$ cat config.mk
export PLATFORM = sky130hd
export DESIGN_NAME = mts_cell
export DESIGN_NICKNAME = d
export VERILOG_FILES = /design/src/rtl/mts_pkg.sv /design/src/rtl/mts_cell.sv
export SDC_FILE = /design/constraint.sdc
export NUM_CORES = 1
export LEC_CHECK = 0
export BUFFER_PORTS_ARGS = -buffer_cell sky130_fd_sc_hd__buf_2
export CORE_MARGIN = 3
export CORE_UTILIZATION = 43
export CTS_BUF_LIST = sky130_fd_sc_hd__clkbuf_4
export CTS_CLUSTER_DIAMETER = 60
export DETAILED_ROUTE_END_ITERATION = 8
export GPL_ROUTABILITY_DRIVEN = 1
export GPL_TIMING_DRIVEN = 0
export PLACE_DENSITY = 0.78
export SLEW_MARGIN = 15
export SYNTH_ARGS = -nofsm -noshare
export SYNTH_HDL_FRONTEND = slang
export SYNTH_SLANG_ARGS = --single-unit
$ cat constraint.sdc
create_clock -name clk -period 5.04 [get_ports clk]
set_clock_uncertainty 0.2 [all_clocks]
set_input_delay 0.252 -clock clk [delete_from_list [all_inputs] [get_ports clk]]
set_output_delay 0.252 -clock clk [all_outputs]
set_load 0.02 [all_outputs]
$ cat src/rtl/mts_pkg.sv
package mts_pkg;

  localparam int VAL_W         = 32;
  localparam int OCC_W         = 7;
  localparam int DEFAULT_DEPTH = 64;

  // Request codes
  localparam logic [1:0] REQ_PUSH    = 2'd0;
  localparam logic [1:0] REQ_POP     = 2'd1;
  localparam logic [1:0] REQ_POP_MAX = 2'd2;
  localparam logic [1:0] REQ_QUERY   = 2'd3;

  // Status codes
  localparam logic [1:0] STAT_OK    = 2'd0;
  localparam logic [1:0] STAT_EMPTY = 2'd1;
  localparam logic [1:0] STAT_FULL  = 2'd2;

  typedef struct packed {
    logic [1:0]              req_type;
    logic signed [VAL_W-1:0] push_value;
  } cmd_t;

  typedef struct packed {
    logic signed [VAL_W-1:0] removed_value;
    logic signed [VAL_W-1:0] top_value;
    logic signed [VAL_W-1:0] max_value;
    logic [OCC_W-1:0]        occupancy;
    logic                    is_empty;
    logic [1:0]              status;
  } result_t;

  // One stack entry as it moves along the chain: its value and the
  // largest value from this entry down to the bottom.
  typedef struct packed {
    logic signed [VAL_W-1:0] val;
    logic signed [VAL_W-1:0] rmax;
  } link_t;

  typedef enum logic [2:0] {
    OP_HOLD,
    OP_PUSH,
    OP_POP,
    OP_ARM,
    OP_SEEK,
    OP_REMOVE,
    OP_SETTLE
  } cell_op_t;

  typedef struct packed {
    cell_op_t                op;
    logic signed [VAL_W-1:0] max_value;
  } cell_ctl_t;

endpackage

$ cat src/rtl/mts_cell.sv
module mts_cell (
  input  logic              clk,
  input  logic              rst,
  input  mts_pkg::cell_ctl_t ctl,
  input  mts_pkg::link_t    above,
  input  mts_pkg::link_t    below,
  input  logic              below_valid,
  input  logic              tok_in,
  output mts_pkg::link_t    cur,
  output logic              tok_out,
  output logic              found
);

  mts_pkg::link_t q;
  logic           tok;
  logic           seen;
  logic           match;

  assign match   = (q.val == ctl.max_value);
  assign found   = tok & match;
  assign tok_out = tok & ~match;
  assign cur     = q;

  // Search token and the mark left behind once it passes.
  always_ff @(posedge clk) begin
    if (rst) begin
      tok  <= 1'b0;
      seen <= 1'b0;
    end else begin
      unique case (ctl.op)
        mts_pkg::OP_ARM: begin
          tok  <= tok_in;
          seen <= 1'b0;
        end
        mts_pkg::OP_SEEK: begin
          tok <= tok_in;
          if (tok_out) begin
            seen <= 1'b1;
          end
        end
        mts_pkg::OP_REMOVE: begin
          tok <= 1'b0;
        end
        default: begin
        end
      endcase
    end
  end

  // Entry payload: shift, close the gap, or refresh the running maximum.
  always_ff @(posedge clk) begin
    unique case (ctl.op)
      mts_pkg::OP_PUSH: begin
        q <= above;
      end
      mts_pkg::OP_POP: begin
        q <= below;
      end
      mts_pkg::OP_REMOVE: begin
        if (!seen) begin
          q <= below;
        end
      end
      mts_pkg::OP_SETTLE: begin
        q.rmax <= (below_valid && (below.rmax > q.val)) ? below.rmax : q.val;
      end
      default: begin
      end
    endcase
  end

endmodule

==> impl_metrics.py <==
metrics = {
    "outcome": {
        "status": "completed",
    },
    "pwr": {
        "p_per_area_mw_per_mm2": 226,
        "p_sw_share_pct": 32.1,
        "p_comb_share_pct": 33.3,
        "p_sw_mw": 0.489,
        "intPower_mw": 1.03,
        "p_clk_share_pct": 19.9,
        "ir_drop_v": 0.000144,
        "power.total_mw": 1.52,
        "power_leakage_nw": 3.07,
        "p_seq_share_pct": 46.8,
    },
    "timing": {
        "setup_viol": 0,
        "timing.final.crit_share_pct": 78.2,
        "worst_pin_slew_ps": 768,
        "hold_viol": 0,
        "worst_slack_ps": 1100,
        "period_needed_ps": 3940,
        "fin_tns_setup_ps": 0,
        "fmax_mhz": 254,
        "drv_slew": 0,
        "slew_headroom_pct": 48.6,
        "rsz0062_at_grt": "no",
    },
    "global_route": {
        "overflow": 0,
        "grt.total_usage_pct": 28.3,
        "grt_start_max_net_pins": 33,
        "grt_pass1_wl_mm": 24.3,
        "antenna_found_initial": 1,
        "grt_pass1_vias": 4681,
    },
    "setup_path": {
        "r2r_setup_slack_ps": 1100,
        "worstReg2RegEnd": "cur[24]",
        "crit_path_end_kind": "register",
        "critPathMaxFanout": 10,
        "cp.arrival_ps": 3910,
        "r2r_start": "cur[46]",
        "critPathKind": "reg -> reg",
        "crit_required_ps": 5010,
        "ff2ff_path_depth": 11,
        "cp-start-kind": "register",
    },
    "clocking": {
        "cts_buffers": 9,
        "clkSlewWorstSetupHoldPaths_ps": 130,
        "post_cts_buffers": 0,
        "htreeDepth": 3,
        "cts_root_buf": "clkbuf_4",
        "numClockSinks": 66,
        "clock_latency_ps": 410,
        "cts_tree": "built",
        "cts_buffer_depth": 2,
    },
    "logic_synthesis": {
        "netlist_area_mm2": 0.00422,
        "synth-edff-count": 64,
        "syn-instance-count": 357,
        "synthFlopType": "edfxtp_1",
        "synth-async-reset-ratio_pct": 0,
        "netlist-cell-type-count": 37,
        "ys_warn_count": 0,
        "syn-num-nets": 556,
        "ys_ff_latch": 66,
        "syn_avg_cell_area_um2": 11.8,
        "seq_area_frac_synth_pct": 46.5,
    },
    "routing": {
        "viasPerCell": 5.26,
        "drc": 0,
        "drt_iter0_drc": 284,
        "wirelength_mm": 15.6,
        "post_drt_wl_per_cell_um": 18.6,
        "ant_nets": 0,
        "first_pass_iters": 5,
        "vias": 4419,
    },
    "placed_design": {
        "port_buffers": 231,
        "dp_slack_ps": 1780,
        "gp_congestion": 0.867,
        "dp_hpwl_mm": 11.3,
        "dp.cells": 718,
    },
    "floorplanning": {
        "core-area_mm2": 0.00937,
        "start_util_pct": 45.0,
        "fp.dieH_um": 105,
        "die_area_mm2": 0.0110,
        "num_rows": 35,
        "die-width_um": 105,
        "ios": 233,
    },
    "final_layout": {
        "mostFrequentLayoutCells": "buf_2, dlygate4sd3_1, edfxtp_1, inv_1",
        "nets": 904,
        "instances_no_fill": 840,
        "area_delta_synth_final_pct": 59.9,
        "drive_gt1_share_pct": 41.0,
        "mostFrequentLayoutCell": "buf_2",
    },
    "hold_path": {
        "hold_path.class": "in -> reg",
        "min_to": "cur[7]",
        "min_from": "above[7]",
        "hold_depth": 3,
    },
    "run": {
        "maxCapViolations": 0,
    },
}
==> power groups by stage <==
| stage | registers [mW] | clock network [mW] | logic [mW] |
|---|---|---|---|
| after global placement | 0.723 | 0 | 0.400 |
| after global routing | 0.716 | 0.330 | 0.547 |
| after detailed placement | 0.722 | 0 | 0.416 |
| final | 0.711 | 0.303 | 0.507 |
| after floorplan | 0.768 | 0 | 0.188 |
| after CTS | 0.709 | 0.304 | 0.495 |
==> worst max-delay path: stages (launching register included) <==
cell and delay, ps:
edfxtp_1 470, inv_1 70, ha_1 320, a21oi_1 180, nand2_1 80, a21o_1 190, o41ai_1 520, o311ai_1 220
a31o_2 350, buf_6 160, a221o_1 360, dlygate4sd3_1 570
==> worst max path at each step <==
stage          cells after the start  slack, ps  endpoint     from
6_report                          11       1100   cur[24]  cur[46]
5_1_grt                           11        990   cur[24]  cur[46]
4_1_cts                           11       1240   cur[28]  cur[46]
3_5_place_dp                      10       1780   cur[30]  cur[46]
3_3_place_gp                       4       1480   cur[39]  ctl[33]
2_1_floorplan                     10       2120    cur[0]  cur[46]
==> what timing repair did <==
| action | CTS | global route |
|---|---|---|
| hold buffers | 104 | 1 |
| endpoints found under the hold margin | 66 | 1 |
| resized for setup | 0 | 0 |
==> state kept, by name (all words and copies together), names as in the netlist <==
name and count:
seen 1, tok 1, cur 64
==> per-layer routing <==
layer  GRT usage, %  up-vias  part of all wire, %
li1               -     2057                    -
met1           33.3     2052                   39
met2           49.6      264                   51
met3           4.94       46                  6.5
met4           14.0        0                  3.7
met5              0        -                    0
==> metrics by stage <==
step / hold WS [ps] / instance area, um^2 / utilization, %
final: 12.5 / 6740 / 71.9
after global routing: 6.78 / 6740 / 71.9
after CTS: 0.230 / 6730 / 71.8
after detailed placement: 233 / 5580 / 59.5
after global placement: 226 / 5530 / 59.0
after floorplan: 121 / 4220 / -
==> area by class of cell <==
type                            count  area [um^2]
Tap cell                          129          161
Multi-Input combinational cell    243         2060
Sequential cell                    66         1960
Clock inverter                      6         33.8
Fill cell                         678         2630
Timing Repair Buffer              337         2230
Clock buffer                       10         75.1
Buffer                             13         75.1
Antenna cell                        1         2.50
Inverter                           35          131
==> synth_stat cells (all sizes together), types with 2 or more instances <==
| cell | number | share of area (%) |
|---|---|---|
| a211oi | 4 | 0.71 |
| a21o | 6 | 1.1 |
| a21oi | 13 | 1.5 |
| a221o | 32 | 7.7 |
| a31oi | 2 | 0.30 |
| and2 | 32 | 4.7 |
| buf | 6 | 1.2 |
| clkbuf | 7 | 0.62 |
| dfxtp | 2 | 0.95 |
| edfxtp | 64 | 46 |
| ha | 32 | 9.5 |
| inv | 35 | 3.1 |
| mux2 | 32 | 8.5 |
| nand2 | 10 | 0.89 |
| nand3 | 8 | 0.95 |
| nand4 | 14 | 2.1 |
| nor2 | 5 | 0.45 |
| nor2b | 3 | 0.45 |
| nor4 | 3 | 0.45 |
| o21ai | 3 | 0.45 |
| xnor2 | 30 | 6.2 |
| xor2 | 2 | 0.42 |
==> kinds of logic (layout without fill, tap and decap cells) <==
logic type	after synthesis	after routing	synth area share, %
flip-flops	66	66	46.5
adder cells (fa/ha/maj)	32	32	9.50
AND/OR/NAND/NOR	79	79	10.6
other	0	1	0
XOR/XNOR	32	32	6.65
multiplexers	32	32	8.55
buffers and inverters	48	401	4.90
AO/OA/AOI/OAI	68	68	13.2
Power figures use the tool's default switching activity.
